**src/sv/node_partition_detector_unit_macros.svh**
```systemverilog
// Assertion macros for the node partition detector.
// Included by files that carry concurrent checks; expects i_clk and i_rst_n in scope.
`ifndef NODE_PARTITION_DETECTOR_UNIT_MACROS_SVH
`define NODE_PARTITION_DETECTOR_UNIT_MACROS_SVH
`ifndef SYNTH
// cond holds in the same cycle as trig
`define NPD_ASSERT_NOW(label, trig, cond) \
    label: assert property (@(posedge i_clk) disable iff (!i_rst_n) (trig) |-> (cond)) \
        else $error("npd check failed");
// cond holds in the cycle after trig
`define NPD_ASSERT_NEXT(label, trig, cond) \
    label: assert property (@(posedge i_clk) disable iff (!i_rst_n) (trig) |=> (cond)) \
        else $error("npd check failed");
`else
`define NPD_ASSERT_NOW(label, trig, cond)
`define NPD_ASSERT_NEXT(label, trig, cond)
`endif
`endif

```
**src/sv/npd_ram.sv**
```systemverilog
// Generic single-write, single-read synchronous RAM with registered read data.
// No dependencies.
module npd_ram #(
    parameter int W     = 8,
    parameter int DEPTH = 64
) (
    input  logic                     i_clk,
    input  logic                     i_we,
    input  logic [$clog2(DEPTH)-1:0] i_waddr,
    input  logic [W-1:0]             i_wdata,
    input  logic [$clog2(DEPTH)-1:0] i_raddr,
    output logic [W-1:0]             o_rdata
);

    logic [W-1:0] mem [DEPTH];
    logic [W-1:0] r_rdata;

    always_ff @(posedge i_clk) begin
        if (i_we) begin
            mem[i_waddr] <= i_wdata;
        end
        r_rdata <= mem[i_raddr];
    end

    assign o_rdata = r_rdata;

endmodule

```
**config.mk**
```make
export PLATFORM = sky130hd
export DESIGN_NAME = npd_ram
export DESIGN_NICKNAME = d
export VERILOG_FILES = /design/src/sv/node_partition_detector_unit_macros.svh /design/src/sv/npd_ram.sv
export SDC_FILE = /design/constraint.sdc
export NUM_CORES = 1
export LEC_CHECK = 0
export BUFFER_PORTS_ARGS = -buffer_cell sky130_fd_sc_hd__buf_2
export CAP_MARGIN = 30
export CORE_MARGIN = 3
export CORE_UTILIZATION = 45
export DETAILED_ROUTE_END_ITERATION = 12
export SLEW_MARGIN = 20
export SYNTH_ARGS = -nofsm -noshare
export SYNTH_HDL_FRONTEND = slang
export SYNTH_SLANG_ARGS = --single-unit
```
**constraint.sdc**
```tcl
create_clock -name i_clk -period 1.7 [get_ports i_clk]
set_input_delay 0.17 -clock i_clk [delete_from_list [all_inputs] [get_ports i_clk]]
set_output_delay 0.17 -clock i_clk [all_outputs]
set_load 0.01 [all_outputs]
```
# Word level (Yosys, flattened, before mapping)
# Memory sizes are Yosys's and may differ from the RTL's. A register that Yosys moved wholly into a read port is not among the register bits.
# Cells that the tools add are included.
# op_classes
n_mux,2
# ops
operator,n
1-bit 2-to-1 mux,2
# totals
register_bits,0
in_bits,22
memories,1
mem_bits_rw,512
word_cells,3
output_inout_bits,8
# memory_table
name,words,width,rd,rd_ports_with_merged_regs,write_ports,line,rtl
mem,64,8,1,1,1,npd_ram.sv:15,logic [W-1:0] mem [DEPTH];

# Longest topological paths before layout
# depth
ltp_word,2
depth_mapped,9
mapped_depth_nobuf,5

# Least setup slack after synthesis
# OpenSTA, ideal clock, no wires.
# synth_timing
path_kind,input-to-reg
startpoint,input port i_raddr[1]
endpoint,"register r_rdata[3] (netlist: o_rdata[3]), read port of mem"
t_required_ns,1.572
path_buffers,3
t_arrival_ns,1.710
setup_ns,0.128
setup_slack_ns,-0.138
path_stages,7
path_cell_list,buf_4 -> buf_2 -> buf_2 -> mux4_2 -> mux4_2 -> o21ai_1 -> o41ai_1
# synth_rtl
element,line,rtl
start: declaration,npd_ram.sv:11,"input logic [$clog2(DEPTH)-1:0] i_raddr,"
end: declaration,npd_ram.sv:16,logic [W-1:0] r_rdata;

==> metrics.md <==
| Metric | Value |
|---|---|
| Status | finished with violations |
| Failing checks | negative setup slack |
| Top routing layer in use | met4 |
| Most common cell after layout, fill and taps aside | edfxtp_1 |
| Power density over the cells | between 1000 and 1500 nW/µm² |
| Htree depth | 2 |
| Setup Slack @ Placement | -0.6461 ns |
| Initial DRC count | 988 |
| Die X-Extent | 217.7 µm |
| Met3 Wirelength | 3280 µm |
| Post-synth top area share | 0.7624 |
| GRT Residual Overflow | 0 |
| Leakage | 7.967 nW |
| Non-filler instance count after layout | 1780 |
| Largest cells by area after synthesis | edfxtp_1 (76%), mux4_2 (14%), nor2_1 (1.5%) |
| Crit share post-route | 1.114 |
| Die Y | 217.7 µm |
| RD Place Congestion | ~0.83 |
| Post-synthesis register bit count | 520 |
| CTS Buf Count | 53 |
| Max cap viols | 0 |
| Area growth syn-to-layout | 20.16% |
| Port bufs | 29 |
| I/O pin cnt | 30 |
| Metal-1 WL | 19680 µm |
| First-pass GRT wire length | 68610 µm |
| Yosys top cell by area | edfxtp_1 |
| Clock Latency Late Sink | 0.59 ns |
| DRC | 0 |
| Setup TNS | -0.6149 ns |
| Mapped Nets | 962 |
| Synth warnings | 0 |
| Slew HR | 0.5009 |
| Share of flip-flops with an asynchronous set or reset | 0 |
| Setup Fix Bufs, Post-CTS | 0 |
| Share of cells above drive strength 1 | 0.3640 |
| Clock Path Buffers | 3 |
| Worst-Margin Slew | around 0.75 ns |
| Final design utilization | 0.5552 |
| Via density | between 5 and 6 |
| Count of final hold-check violations | 0 |
| Routed wl met2 | approximately 22000 µm |
| Final setup viols | 7 |
| WL final | approximately 46000 µm |
| Commonest non-fill, non-tap cells in the layout | edfxtp_1 (512), buf_4 (159), mux4_2 (126) |
| Wire length per cell after detailed routing | 25.64 µm |
| Yosys cell types | 40 |
| # clock sinks | 520 |
| Core Region | 43650 µm² |
| Num rows | 76 |
| # diodes | 0 |
| Clk_skew | 0.01365 ns |
| Clock slew at reported path FFs | 0.06 ns |
| Crit path time final | 1.894 ns |
| Vias in the first global route | 10320 |
| Starting Density | 0.4620 |
| Crit Path Class | reg2reg |
| Drt pass-1 iters | 5 |
| Worst setup SP type | register |
| Worst IR Drop VDD | just under 0.8 mV |
| Crit path DAT | 2.36 ns |
| Fin. max-slew vios | 0 |
| Nets@finish | 1173 |
| CTS tree | done |
| Highest Clock Rate | 528.0 MHz |
| Max Fanout on Critical Path | 1 |
| Mapped cell area | 20170 µm² |
| Initial antenna violation count | 1 |
| Number of flops mapped to enable cells by yosys | 512 |
| Syn Area/Cell | 21.45 µm² |
| Total GRT Usage | 0.1993 |
| Post-route ant nets | 0 |
| Setup WS post-layout | -0.1940 ns |
| Placed cell count | 1680 |
| RSZ-0062 raised after global routing | true |
| Finished layout cell area | 24230 µm² |
| Internal reg-to-reg setup slack | -0.19 ns |
| Seq/Total Area, Yosys | 0.7703 |
| Die area | 47390 µm² |
| Largest net degree at the start of global routing | 65 |
| Type of the tightest min-delay check | in2reg |
| CP Capture Type | register |
| Cells after Synth | 940 |
| Main synth FF type | edfxtp_1 |
| DP HPWL | around 29000 µm |
| Clock root buffer | clkbuf_16 |
| Vias | between 9000 and 10000 |
| Worst endpoint required time | 2.17 ns |
| DP Area | 22290 µm² |
-- report_power, final --
group	internal [mW]	switching (mW)	leakage, nW	total, mW
clock	7.11	4.71	0.864	11.8
combinational	0.698	0.882	2.43	1.58
sequential	14.2	0.0520	4.67	14.2
total	22.0	5.65	7.97	27.6
-- cell families (layout without fill, tap and decap cells) --
group / Yosys count / count (layout) / share of synthesized area
AND/OR/NAND/NOR: 153 / 153 / 0.03387
multiplexers: 162 / 162 / 0.1594
AO/OA/AOI/OAI: 54 / 54 / 0.02072
buffers and inverters: 51 / 306 / 0.01570
flip-flops: 520 / 520 / 0.7703
-- worst max-delay path: stages, from the launching register on --
cell and delay [ns]:
edfxtp_1 0.40, mux4_2 0.47, mux2_4 0.30, o221a_4 0.28, nor3_4 0.19, o32ai_2 0.12
-- sequential cells by signal, summed over array words and instances, names as in the netlist --
register / flops
mem: 512
o_rdata: 8
-- synth_stat cells (3+ instances only) --
cell type	count
buf_2	11
a211oi_1	4
nor2_1	83
nor3_1	7
clkbuf_1	17
o2bb2ai_1	3
o22ai_1	8
edfxtp_1	512
buf_6	4
o2111ai_1	3
a22oi_1	3
nor2b_1	14
mux4_2	126
nand2b_1	7
dfxtp_1	8
buf_1	4
buf_4	13
a221oi_1	6
nand2_1	19
mux2i_1	23
o221ai_1	8
nand3_1	13
mux2_2	13
nand3b_1	3
a21oi_1	3
-- timing repair --
item,CTS,global route
hold buffers,3,0
pin swaps,4,1
hold endpoints to repair,5,0
endpoints found under the setup margin,8,8
gates resized for setup,20,9
-- final cells by class --
type,instances,area [µm²]
well taps,585,732.0
flip-flops and latches,520,15530
clock buffers,64,1410
multi-input cells,369,4457
repair buffers,207,1727
fillers,3285,19410
clock inverters,35,372.9
-- per-layer routing --
metal  up-vias  track usage
met5         -            0
met1      5241       0.2886
met4         0      0.05088
li1       4360            -
met3        70      0.04793
met2       320       0.3093
-- final timing paths --
check | startpoint | to | depth (start not counted)
setup / recovery | mem[17][6] | o_rdata[6] | 5
setup reg to reg | mem[17][6] | o_rdata[6] | 5
hold reg to reg | mem[30][4] | o_rdata[4] | 3
hold / removal | i_wdata[5] | mem[55][5] | 2
-- stage by stage --
stage	hold slack [ns]	power, mW
finish	0.07343	27.64
global route	0.06862	28.60
CTS	0.06606	27.92
detailed placement	0.5736	16.05
global placement	0.5673	16.02
floorplan	0.2689	15.26
Power figures use the tool's default switching activity.
