==> config.mk <==
export PLATFORM = sky130hd
export DESIGN_NAME = npd_update
export DESIGN_NICKNAME = d
export VERILOG_FILES = /design/src/sv/node_partition_detector_unit_macros.svh /design/src/sv/npd_pkg.sv /design/src/sv/npd_update.sv
export SDC_FILE = /design/constraint.sdc
export NUM_CORES = 1
export LEC_CHECK = 0
export BUFFER_PORTS_ARGS = -buffer_cell sky130_fd_sc_hd__buf_2
export CORE_AREA = 2 2 141 143
export DETAILED_ROUTE_END_ITERATION = 6
export DIE_AREA = 0 0 143 145
export PLACE_DENSITY = 0.68
export SLEW_MARGIN = 30
export SYNTH_ARGS = -nofsm -noshare
export SYNTH_HDL_FRONTEND = slang
export SYNTH_SLANG_ARGS = --single-unit
==> constraint.sdc <==
create_clock -name vclk -period 13.9
set_input_delay 2.085 -clock vclk [all_inputs]
set_output_delay 2.085 -clock vclk [all_outputs]
set_load 0.03 [all_outputs]
==> src/sv/node_partition_detector_unit_macros.svh <==
// Assertion macros for the node partition detector.
// Included by files that carry concurrent checks; expects i_clk and i_rst_n in scope.
`ifndef NODE_PARTITION_DETECTOR_UNIT_MACROS_SVH
`define NODE_PARTITION_DETECTOR_UNIT_MACROS_SVH
`ifndef SYNTH
// cond holds in the same cycle as trig
`define NPD_ASSERT_NOW(label, trig, cond) \
    label: assert property (@(posedge i_clk) disable iff (!i_rst_n) (trig) |-> (cond)) \
        else $error("npd check failed");
// cond holds in the cycle after trig
`define NPD_ASSERT_NEXT(label, trig, cond) \
    label: assert property (@(posedge i_clk) disable iff (!i_rst_n) (trig) |=> (cond)) \
        else $error("npd check failed");
`else
`define NPD_ASSERT_NOW(label, trig, cond)
`define NPD_ASSERT_NEXT(label, trig, cond)
`endif
`endif

==> src/sv/npd_pkg.sv <==
// Shared types and constants for the node partition detector.
// No dependencies; used by the interfaces, the update logic and the top level.
package npd_pkg;

    localparam int ID_W       = 6;
    localparam int PORT_TIME_W = 48;
    localparam int MISS_W     = 16;
    localparam int CNT_W      = 32;
    localparam int TIMEOUT_W  = 32;

    localparam logic [TIMEOUT_W-1:0] TIMEOUT_RST = 32'd1000000;

    typedef logic [1:0] t_cmd;
    typedef logic [1:0] t_node_state;

    localparam t_cmd CMD_CHECK   = 2'd0;
    localparam t_cmd CMD_CONTACT = 2'd1;
    localparam t_cmd CMD_RECOVER = 2'd2;

    localparam t_node_state ST_CONNECTED = 2'd0;
    localparam t_node_state ST_SUSPECTED = 2'd1;
    localparam t_node_state ST_CONFIRMED = 2'd2;
    localparam t_node_state ST_RECOVERED = 2'd3;

    // side effects of one request on the table and counters
    typedef struct packed {
        logic wr;        // entry word is written back
        logic create;    // entry is new: set its valid bit
        logic present;   // entry exists after the request
        logic confirm;   // node moved to confirmed
        logic recover;   // node marked recovered
        logic not_found; // recover on a node without entry
    } t_upd_flags;

endpackage

==> src/sv/npd_update.sv <==
// Read-modify-write logic for one table entry: next entry fields and side-effect flags.
// Depends on npd_pkg for codes and the flag struct.
module npd_update #(
    parameter int TW = 48
) (
    input  npd_pkg::t_cmd                   i_cmd,
    input  logic                            i_in_range,
    input  logic                            i_present,
    input  npd_pkg::t_node_state            i_state,
    input  logic [TW-1:0]                   i_last,
    input  logic [TW-1:0]                   i_det,
    input  logic [npd_pkg::MISS_W-1:0]      i_missed,
    input  logic [TW-1:0]                   i_now,
    input  logic [TW-1:0]                   i_peer,
    input  logic [npd_pkg::TIMEOUT_W-1:0]   i_timeout,
    output npd_pkg::t_node_state            o_state,
    output logic [TW-1:0]                   o_last,
    output logic [TW-1:0]                   o_det,
    output logic [npd_pkg::MISS_W-1:0]      o_missed,
    output npd_pkg::t_upd_flags             o_flags
);

    localparam int CW = (TW > npd_pkg::TIMEOUT_W) ? TW : npd_pkg::TIMEOUT_W;

    logic [TW-1:0] ref_time;
    logic [TW:0]   diff;
    logic          late;

    // reference is the last contact, or the detection time when none was recorded
    assign ref_time = (i_last != '0) ? i_last : i_det;
    assign diff     = {1'b0, i_now} - {1'b0, ref_time};
    assign late     = !diff[TW] && (CW'(diff[TW-1:0]) >= CW'(i_timeout));

    always_comb begin
        o_state = i_state;
        o_last  = i_last;
        o_det   = i_det;
        o_missed = i_missed;
        o_flags = '0;
        o_flags.present = i_in_range && i_present;
        case (i_cmd)
            npd_pkg::CMD_CHECK: begin
                if (i_in_range && !i_present) begin
                    o_state  = npd_pkg::ST_CONNECTED;
                    o_det    = i_now;
                    o_last   = '0;
                    o_missed = '0;
                    o_flags.wr = 1'b1;
                    o_flags.create = 1'b1;
                    o_flags.present = 1'b1;
                end else if (i_in_range && i_state != npd_pkg::ST_RECOVERED && late) begin
                    o_flags.wr = 1'b1;
                    if (i_missed != '1) begin
                        o_missed = i_missed + 1'b1;
                    end
                    if (i_state == npd_pkg::ST_CONNECTED) begin
                        o_state = npd_pkg::ST_SUSPECTED;
                        o_det   = i_now;
                    end else if (i_state == npd_pkg::ST_SUSPECTED) begin
                        o_state = npd_pkg::ST_CONFIRMED;
                        o_det   = i_now;
                        o_flags.confirm = 1'b1;
                    end
                end
            end
            npd_pkg::CMD_CONTACT: begin
                if (i_in_range) begin
                    o_flags.wr = 1'b1;
                    o_flags.present = 1'b1;
                    o_last = i_peer;
                    if (!i_present) begin
                        o_state  = npd_pkg::ST_CONNECTED;
                        o_det    = i_now;
                        o_missed = '0;
                        o_flags.create = 1'b1;
                    end else if (i_state == npd_pkg::ST_SUSPECTED ||
                                 i_state == npd_pkg::ST_CONFIRMED) begin
                        o_state  = npd_pkg::ST_CONNECTED;
                        o_missed = '0;
                    end
                end
            end
            npd_pkg::CMD_RECOVER: begin
                if (i_in_range && i_present) begin
                    o_state = npd_pkg::ST_RECOVERED;
                    o_flags.wr = 1'b1;
                    o_flags.recover = 1'b1;
                end else begin
                    o_flags.not_found = 1'b1;
                end
            end
            default: begin
            end
        endcase
    end

endmodule

# After elaboration in Yosys (flattened, before gate mapping)
# Cells that the tools add are included.
[classes] addsub=2 magnitude_cmp=1 n_eq_ne=6 n_mux=42 reduce_logical=11
[ops] cell="$mux 48" count=9
[ops] cell="$pmux 48 s2" count=2
[ops] cell="$mux 16" count=6
[ops] cell="$sub 48x48->49" count=1
[ops] cell="$ge 48x32->1" count=1
[ops] cell="$reduce_bool 48->1" count=1
[ops] cell="$pmux 16 s2" count=1
[ops] cell="$mux 2" count=10
[ops] cell="$add 16x1->16 const B" count=1
[ops] cell="$ne 16x16->1 const B" count=1
[ops] cell="$mux 1" count=10
[ops] cell="$pmux 2 s3" count=1
[ops] cell="$logic_and 1x1->1" count=5
[ops] cell="$eq 2x1->1 const B" count=2
[ops] cell="$eq 2x2->1 const B" count=2
[ops] cell="$logic_not 2->1" count=2
[ops] cell="$pmux 2 s2" count=1
[ops] cell="$mux 3" count=1
[ops] cell="$pmux 1 s3" count=1
[ops] cell="$logic_not 1->1" count=2
[ops] cell="$ne 2x2->1 const B" count=1
[ops] cell="$logic_or 1x1->1" count=1
[word_totals] ff_bits=0 in_bits=246 output_inout_bits=120

# Longest topological paths before layout
# Gate-level depths: netlist of run 1.
[depth] ltp_word=9 mapped_depth=30 mapped_depth_nobuf=27

# Worst setup path after synthesis of run 1
# No wires, ideal clock.
[synth_timing] path_type="input to output" from="input port i_last[23]" to="output port o_missed[13] (netlist bit)" arrival_time_ps=7835 slack_ps=3980 stages=27 path_buffers=2 path_cell_list="nor4_1 nand4_1 nor3_1 clkbuf_1 a21o_1 ha_1 inv_1 fa_1 nand3_1 a2111oi_0 or4_4 a211o_1 nor2_1 xnor2_1 ha_1 nand2_1 nor2_1 nand4_1 a211oi_1 a2111oi_2 o211ai_1 nor4_2 nand3_4 nand2_2 buf_2 nor2_1 a221oi_1"
[synth_between] elab_chain_len=9 elab_cells_between_ends=10
[synth_lines] element="start, declared" line_no="npd_update.sv:10" source="input logic [TW-1:0] i_last,"
[synth_lines] element="$reduce_bool 48->1" line_no="npd_update.sv:30" source="assign ref_time = (i_last != '0) ? i_last : i_det;"
[synth_lines] element="$mux 48 *" line_no="npd_update.sv:30"
[synth_lines] element="$sub 48x48->49 *" line_no="npd_update.sv:31" source="assign diff = {1'b0, i_now} - {1'b0, ref_time};"
[synth_lines] element="$ge 48x32->1 / $logic_not 1->1 (equally long branches)" line_no="npd_update.sv:32" source="assign late = !diff[TW] && (CW'(diff[TW-1:0]) >= CW'(i_timeout));"
[synth_lines] element="$logic_and 1x1->1 *" line_no="npd_update.sv:32"
[synth_lines] element="$logic_and 1x1->1 *" line_no="npd_update.sv:51" source="end else if (i_in_range && i_state != npd_pkg::ST_RECOVERED && late) begin"
[synth_lines] element="$mux 16 *" line_no="npd_update.sv:51"
[synth_lines] element="$mux 16 *" line_no="npd_update.sv:43" source="if (i_in_range && !i_present) begin"
[synth_lines] element="$pmux 16 s2 *" line_no="npd_update.sv:41" source="case (i_cmd)"
[synth_lines] element="end, declared" line_no="npd_update.sv:19" source="output logic [npd_pkg::MISS_W-1:0] o_missed,"
# Mark *: on every way between the ends. The rest lies on a longest branch, timed or not.

# Final worst setup path of run 1
[layout_timing] from="input port i_last[4]" to="output port o_det[25]"
[layout_between] elab_chain_len=9 elab_cells_between_ends=10
[layout_lines] element="$reduce_bool 48->1" line_no="npd_update.sv:30"
[layout_lines] element="$mux 48 *" line_no="npd_update.sv:30"
[layout_lines] element="$sub 48x48->49 *" line_no="npd_update.sv:31"
[layout_lines] element="$ge 48x32->1 / $logic_not 1->1 (equally long branches)" line_no="npd_update.sv:32"
[layout_lines] element="$logic_and 1x1->1 *" line_no="npd_update.sv:32"
[layout_lines] element="$logic_and 1x1->1 *" line_no="npd_update.sv:51"
[layout_lines] element="$mux 48 *" line_no="npd_update.sv:51"
[layout_lines] element="$mux 48 *" line_no="npd_update.sv:43"
[layout_lines] element="$pmux 48 s2 *" line_no="npd_update.sv:41"
[layout_lines] element="end, declared" line_no="npd_update.sv:18" source="output logic [TW-1:0] o_det,"
# Marked as above.

==> results by stage, run 1 <==
Status:
- The flow ran to the end, and the final reports show no timing, DRC or antenna violations.

Worst setup path:
- The delay of the slowest critical-path stage is 0.70 ns.
- STA classifies the critical path endpoint as an output port.
- Of all nets on the critical path, the largest fanout is 26.
- The critical path startpoint category is an input port.
- The cell that appears most often on the critical path is sky130_fd_sc_hd__nand4_1.
- The data required time of the worst path is 11.81 ns.
- The worst-path cell with the longest stage delay is sky130_fd_sc_hd__nor4_1.
- The worst setup path is of the input port to output port kind.
- Data on the critical path arrives at its endpoint at 9.93 ns.

Run:
- Across the run, the number of max-cap violations was 0.

Floorplan:
- The initial standard-cell utilization of the core is 0.324.
- The placeable core area is 19200 sq um.
- In this run the horizontal extent of the chip is 143 microns.
- The placement row count is 51.
- The die boundary height is 145 microns.
- The boundary pin count is 366.
- The die covers 20700 sq um.

Timing:
- Measured against its own limit, the worst slew margin works out to 0.333.
- The fraction of the cycle the final worst path needs is 0.864.
- Setup slack on the critical path of the routed design comes to 1.88 ns.
- The total count of max-transition violations in the final report is 0.
- For this run, the top clock speed supported by timing is 0.0832 GHz.
- The summed negative setup slack over all endpoints is 0 ns.
- The final number of hold-violating endpoints is 0.
- The worst path needs 12.02 ns of the cycle, external delays included.
- Setup repair after global routing left no endpoint under its margin.
- Setup violations remaining at the end of the flow were counted as 0.
- At the pin with the least slew margin, the transition time is 0.975 ns.
- On the final layout, the worst hold slack is 4.52 ns.

Final layout:
- Leaving out fill and tap cells, the most frequent cells in the layout are 366 x sky130_fd_sc_hd__buf_2, 126 x sky130_fd_sc_hd__a21oi_1, 86 x sky130_fd_sc_hd__nand2_1, 86 x sky130_fd_sc_hd__ha_1, 66 x sky130_fd_sc_hd__nor2_1.
- The layout sequential cell count is 0.
- The core occupancy in the finished layout is 0.432.
- The most frequent standard cell in the layout excluding fill and tap cells is sky130_fd_sc_hd__buf_2.
- The net count of the finished layout is 1574.
- The finished layout holds 1507 standard cells, fillers aside.
- The share of cells above drive strength 1 is 0.362.
- The area growth from synthesis to layout is 33.2%.
- The count of clock buffers in the final design is 0.
- The area used by sequential logic in the layout is 0 sq um.

Clocking:
- The number of gates resized after CTS is 0.
- The number of hold buffers added after CTS is 0.
- The count of buffers added by post-CTS timing repair for setup is 0.

Detailed routing:
- The detailed-route DRC error count is 0.
- The length of the first detailed-routing pass in iterations is 5.
- For this block, the via count after detailed routing is 8713.
- In the final routed layout, each cell accounts on average for 20.9 microns.
- After detailed routing, the total wire length is 31.5 mm.
- The number of DRC violations after detailed-routing iteration 0 is 570.
- The routed via count divided by cell count is 5.78.
- The remaining antenna violation count is 0.

Pwr:
- For this design the static power due to leakage is 4.17 nW.
- The worst-case IR drop observed on VDD is 20.7 uV.
- The power density over cell area is 49.4 nW/um^2.

Synthesis:
- The total nets after synthesis is 1237.
- Yosys mapped the design onto 77 distinct sky130hd cell types.
- By area the synthesized netlist is led by sky130_fd_sc_hd__ha_1 17%, sky130_fd_sc_hd__a21oi_1 10%, sky130_fd_sc_hd__a22o_1 7.0%, sky130_fd_sc_hd__nand2_1 5.2%, sky130_fd_sc_hd__mux2_4 4.8%.
- The count of yosys warnings during synthesis is 0.
- The mapped netlist covers 6230 sq um.
- The fraction of the yosys area taken by sequential cells is 0.
- The average instance in the mapped netlist occupies 6.89 sq um.
- The library cell with the largest summed area after synthesis is sky130_fd_sc_hd__ha_1.
- Of the post-synthesis cell area, the dominant cell type holds 0.173.
- After technology mapping, the gate count stands at 904.

Global routing:
- The wire length of the first global-routing pass is 45.6 mm.
- In the global route stage, overall resource usage came out at 0.281.
- The via count of the first global-routing pass was 8180.
- The total overflow left after global routing is 0.
- The number of antenna violations at the first check in global routing is 3.
- The maximum number of pins on one net before global-route repair is 32.

Placement:
- The placed instance count is 1504.
- Input and output buffers added on the ports amount to 366.
- The final estimated routing congestion in global placement is 0.992.
- Detailed placement ended at an HPWL of 27.1 mm.
- The post-placement setup slack is 1.85 ns.

Worst hold path:
- In this run the worst hold path is classified as input port to output port.
[per-stage QoR]
step	area, sq um	total power [mW]
after floorplan	6230	0.267
after global placement	8260	0.403
after detailed placement	8290	0.404
after CTS	8290	0.406
after global routing	8300	0.443
final	8300	0.410
[path summary, 6_finish.rpt]
kind	endpoint	cells past startpoint	from	slack, ns
min	o_flags[4]	3	i_present	4.52
max	o_det[25]	31	i_last[4]	1.88
[worst max-delay path: cells and delay by family]
| kind | cells | cell delay, ns |
|---|---|---|
| AO/OA/AOI/OAI | 10 | 2.35 |
| XOR/XNOR | 1 | 0.15 |
| adder cells (fa/ha/maj) | 3 | 0.88 |
| buffers and inverters | 5 | 1.18 |
| multiplexers | 1 | 0.38 |
| AND/OR/NAND/NOR | 11 | 2.85 |
[layer usage]
metal  GRT usage  wire, microns  vias to the layer above
li1            -              -                     4156
met1       0.353          13100                     4045
met2       0.499          15000                      448
met3      0.0201           2050                       64
met4       0.102           1340                        0
met5           0              0                        -
[where the power goes]
part           internal (mW)    total (mW)  leakage [nW]  switching (mW)
Sequential                 0             0             0               0
Combinational          0.154         0.410          4.17           0.256
Clock           0.0000000289  0.0000000289     0.0000190               0
[synth_stat cells, types with 18 or more instances]
library cell	number
sky130_fd_sc_hd__a21oi_1	126
sky130_fd_sc_hd__ha_1	86
sky130_fd_sc_hd__nand2_1	86
sky130_fd_sc_hd__nor2_1	66
sky130_fd_sc_hd__o21ai_0	53
sky130_fd_sc_hd__inv_1	52
sky130_fd_sc_hd__a22o_1	50
sky130_fd_sc_hd__clkbuf_1	30
sky130_fd_sc_hd__nand3_1	28
sky130_fd_sc_hd__mux2_2	26
sky130_fd_sc_hd__nand4_1	24
sky130_fd_sc_hd__mux2_4	20
sky130_fd_sc_hd__nor4_1	19
sky130_fd_sc_hd__nor3_1	18
sky130_fd_sc_hd__xnor2_1	18
[area by class of cell]
type	count	area, sq um
well taps	265	332
fillers	2057	10900
inverters	52	195
multi-input cells	813	5850
repair buffers	374	1910
diodes	3	7.51
[logic make-up (layout without fill, tap and decap cells)]
group	Yosys count	in the layout	synth area share
AO/OA/AOI/OAI	343	343	0.365
XOR/XNOR	35	35	0.0492
other	0	3	0
adder cells (fa/ha/maj)	87	87	0.176
AND/OR/NAND/NOR	296	296	0.241
multiplexers	52	52	0.105
buffers and inverters	91	426	0.0633
No activity file was read; power rests on OpenSTA's default activity.
==> inputs of run 2 (changes only) <==
--- a/config.mk
+++ b/config.mk
@@ -10,5 +10,4 @@
 export DETAILED_ROUTE_END_ITERATION = 6
 export DIE_AREA = 0 0 143 145
-export PLACE_DENSITY = 0.68
 export SLEW_MARGIN = 30
 export SYNTH_ARGS = -nofsm -noshare
==> constraint.sdc (replaced) <==
create_clock -name vclk -period 13.9
set_input_delay 0.695 -clock vclk [all_inputs]
set_output_delay 0.695 -clock vclk [all_outputs]
set_load 0.03 [all_outputs]
==> results by stage, run 2 (synthesized netlist as in run 1, its figures left out) <==
Placement:
- The number of port buffers is 366.
- The post-placement setup slack is 4.53 ns.
- Detailed placement ended at an HPWL of 26.0 mm.
- The final estimated routing congestion in global placement is 0.990.
- In this run the cell area measured after placement is 8250 sq um.

Timing:
- The final number of hold-violating endpoints is 0.
- The normalized max-slew margin is 0.341.
- Setup repair after global routing left no endpoint under its margin.
- For the pin with the worst max-slew slack, the measured transition is 0.980 ns.
- The total count of max-transition violations in the final report was 0.
- The summed negative setup slack over all endpoints is 0 ns.
- The minimum setup slack in the final design is 4.53 ns.
- Setup violations remaining at the end of the flow were counted as 0.
- Static timing analysis puts the maximum clock frequency at 0.107 GHz.
- In the finished design, the share of the clock period the worst path needs comes to 0.674.
- Counting I/O delays and the setup requirement, the final critical path takes 9.37 ns.

Final layout:
- The area growth from synthesis to layout is 32.5%.
- Leaving out fill and tap cells, the most frequent cells in the layout are 366 x sky130_fd_sc_hd__buf_2, 126 x sky130_fd_sc_hd__a21oi_1, 86 x sky130_fd_sc_hd__nand2_1, 86 x sky130_fd_sc_hd__ha_1, 66 x sky130_fd_sc_hd__nor2_1.
- The layout sequential cell count is 0.
- In the final layout, flip-flops and latches occupy 0 sq um.
- In the final design database the tool counted 1571 nets.
- The most frequent standard cell in the layout excluding fill and tap cells is sky130_fd_sc_hd__buf_2.
- The final design area excluding fillers is 8250 sq um.
- The count of clock buffers in the final design is 0.
- For this run, the share of the core covered by cells in the final layout is 0.430.
- The share of cells above drive strength 1 is 0.360.

Floorplan:
- The floorplan step set the die width to 143 microns.
- Pin placement for this block handled 366 I/O pins.
- The placeable core area is 19200 sq um.
- The initialized floorplan defines 51 standard-cell rows.
- The die covers 20700 sq um.
- The initial standard-cell utilization of the core is 0.324.
- The die boundary height is 145 microns.

Pwr:
- The power density over cell area is 49.2 nW/um^2.
- The final total power is 0.406 mW.
- For this design the static power due to leakage is 4.15 nW.
- The worst-case IR drop observed on VDD is 21.8 uV.

Detailed routing:
- The routed via count divided by cell count is 5.70.
- The number of DRC violations after detailed-routing iteration 0 is 439.
- The overall routed net length is 30.3 mm.
- The detail-routed net length per standard cell is 20.2 microns.
- The detailed-route DRC error count is 0.
- The via count of the routed design is 8566.
- The count of nets left with antenna violations once routing finished came out at 0.
- For this run, the detailed router's first-pass iteration total came to 5.

Global routing:
- The wire length of the first global-routing pass is 45.3 mm.
- The maximum number of pins on one net before global-route repair is 49.
- Global routing finished with a remaining overflow of 0.
- The number of antenna violations at the first check in global routing is 4.
- In the global route stage, overall resource usage came out at 0.273.
- The via count of the first global-routing pass is 8216.

Status:
- The flow ran to the end, and the final reports show no timing, DRC or antenna violations.

Clocking:
- The number of gates resized after CTS is 0.
- The number of hold buffers added after CTS is 0.
- After clock tree synthesis, the setup repair step added 0 buffers.

Worst setup path:
- STA classifies the critical path startpoint as an input port.
- STA puts the critical path data arrival time at 8.68 ns.
- Of all nets on the critical path, the largest fanout is 48.
- The worst setup path is captured at an output port.
- The critical path is of the input port to output port type.
- STA puts the critical path data required time at 13.20 ns.

Worst hold path:
- The class of the tightest hold or removal check is input port to output port.

Run:
- The count of maximum capacitance violations is 0.
## run 2: final timing paths
kind	cells after the start	from	to
worst min-delay path	3	i_present	o_flags[4]
worst max-delay path	28	i_last[30]	o_det[20]
## run 2: worst max-delay path, cell delays in order
cell and delay [ns]:
sky130_fd_sc_hd__buf_2 0.12, sky130_fd_sc_hd__nor4_1 0.78, sky130_fd_sc_hd__nand4_1 0.22, sky130_fd_sc_hd__nor3_2 0.80
sky130_fd_sc_hd__buf_4 0.51, sky130_fd_sc_hd__a21oi_1 0.13, sky130_fd_sc_hd__ha_1 0.41, sky130_fd_sc_hd__nand4_1 0.18
sky130_fd_sc_hd__a211oi_1 0.44, sky130_fd_sc_hd__nor3_1 0.21, sky130_fd_sc_hd__o21ai_0 0.33, sky130_fd_sc_hd__a21oi_1 0.17
sky130_fd_sc_hd__o21bai_1 0.18, sky130_fd_sc_hd__xor2_1 0.18, sky130_fd_sc_hd__ha_1 0.26, sky130_fd_sc_hd__nand4_1 0.09
sky130_fd_sc_hd__nor2_1 0.06, sky130_fd_sc_hd__nand4_1 0.11, sky130_fd_sc_hd__a211oi_1 0.07, sky130_fd_sc_hd__a2111oi_2 0.39
sky130_fd_sc_hd__o211ai_1 0.17, sky130_fd_sc_hd__nor4_2 0.38, sky130_fd_sc_hd__nand3_4 0.22, sky130_fd_sc_hd__nand3_4 0.13
sky130_fd_sc_hd__a2bb2oi_4 0.13, sky130_fd_sc_hd__buf_4 0.61, sky130_fd_sc_hd__mux2_2 0.42, sky130_fd_sc_hd__buf_2 0.18
## run 2: layout make-up
class              instances  area [sq um]
inverters                 52           195
repair buffers           371          1870
well taps                265           332
diodes                     2          5.00
multi-input cells        813          5850
fillers                 2075         11000
## run 2: power by group
group | internal (mW) | total (mW) | switching (mW)
clock network | 0.0000000192 | 0.0000000193 | 0
logic | 0.154 | 0.406 | 0.253
registers | 0 | 0 | 0
## run 2: stage by stage
stage	std cells	hold WS, ns
2_1_floorplan	904	1.50
4_1_cts	1501	1.75
3_5_place_dp	1501	1.75
5_1_grt	1502	1.76
3_3_place_gp	1501	1.74
6_report	1503	1.75
## run 2: per-layer routing
layer,track usage,vias up,share of wire
li1,-,4146,-
met1,0.346,3940,0.42
met2,0.482,420,0.48
met3,0.0304,56,0.068
met4,0.0762,4,0.034
met5,0,-,0.00059
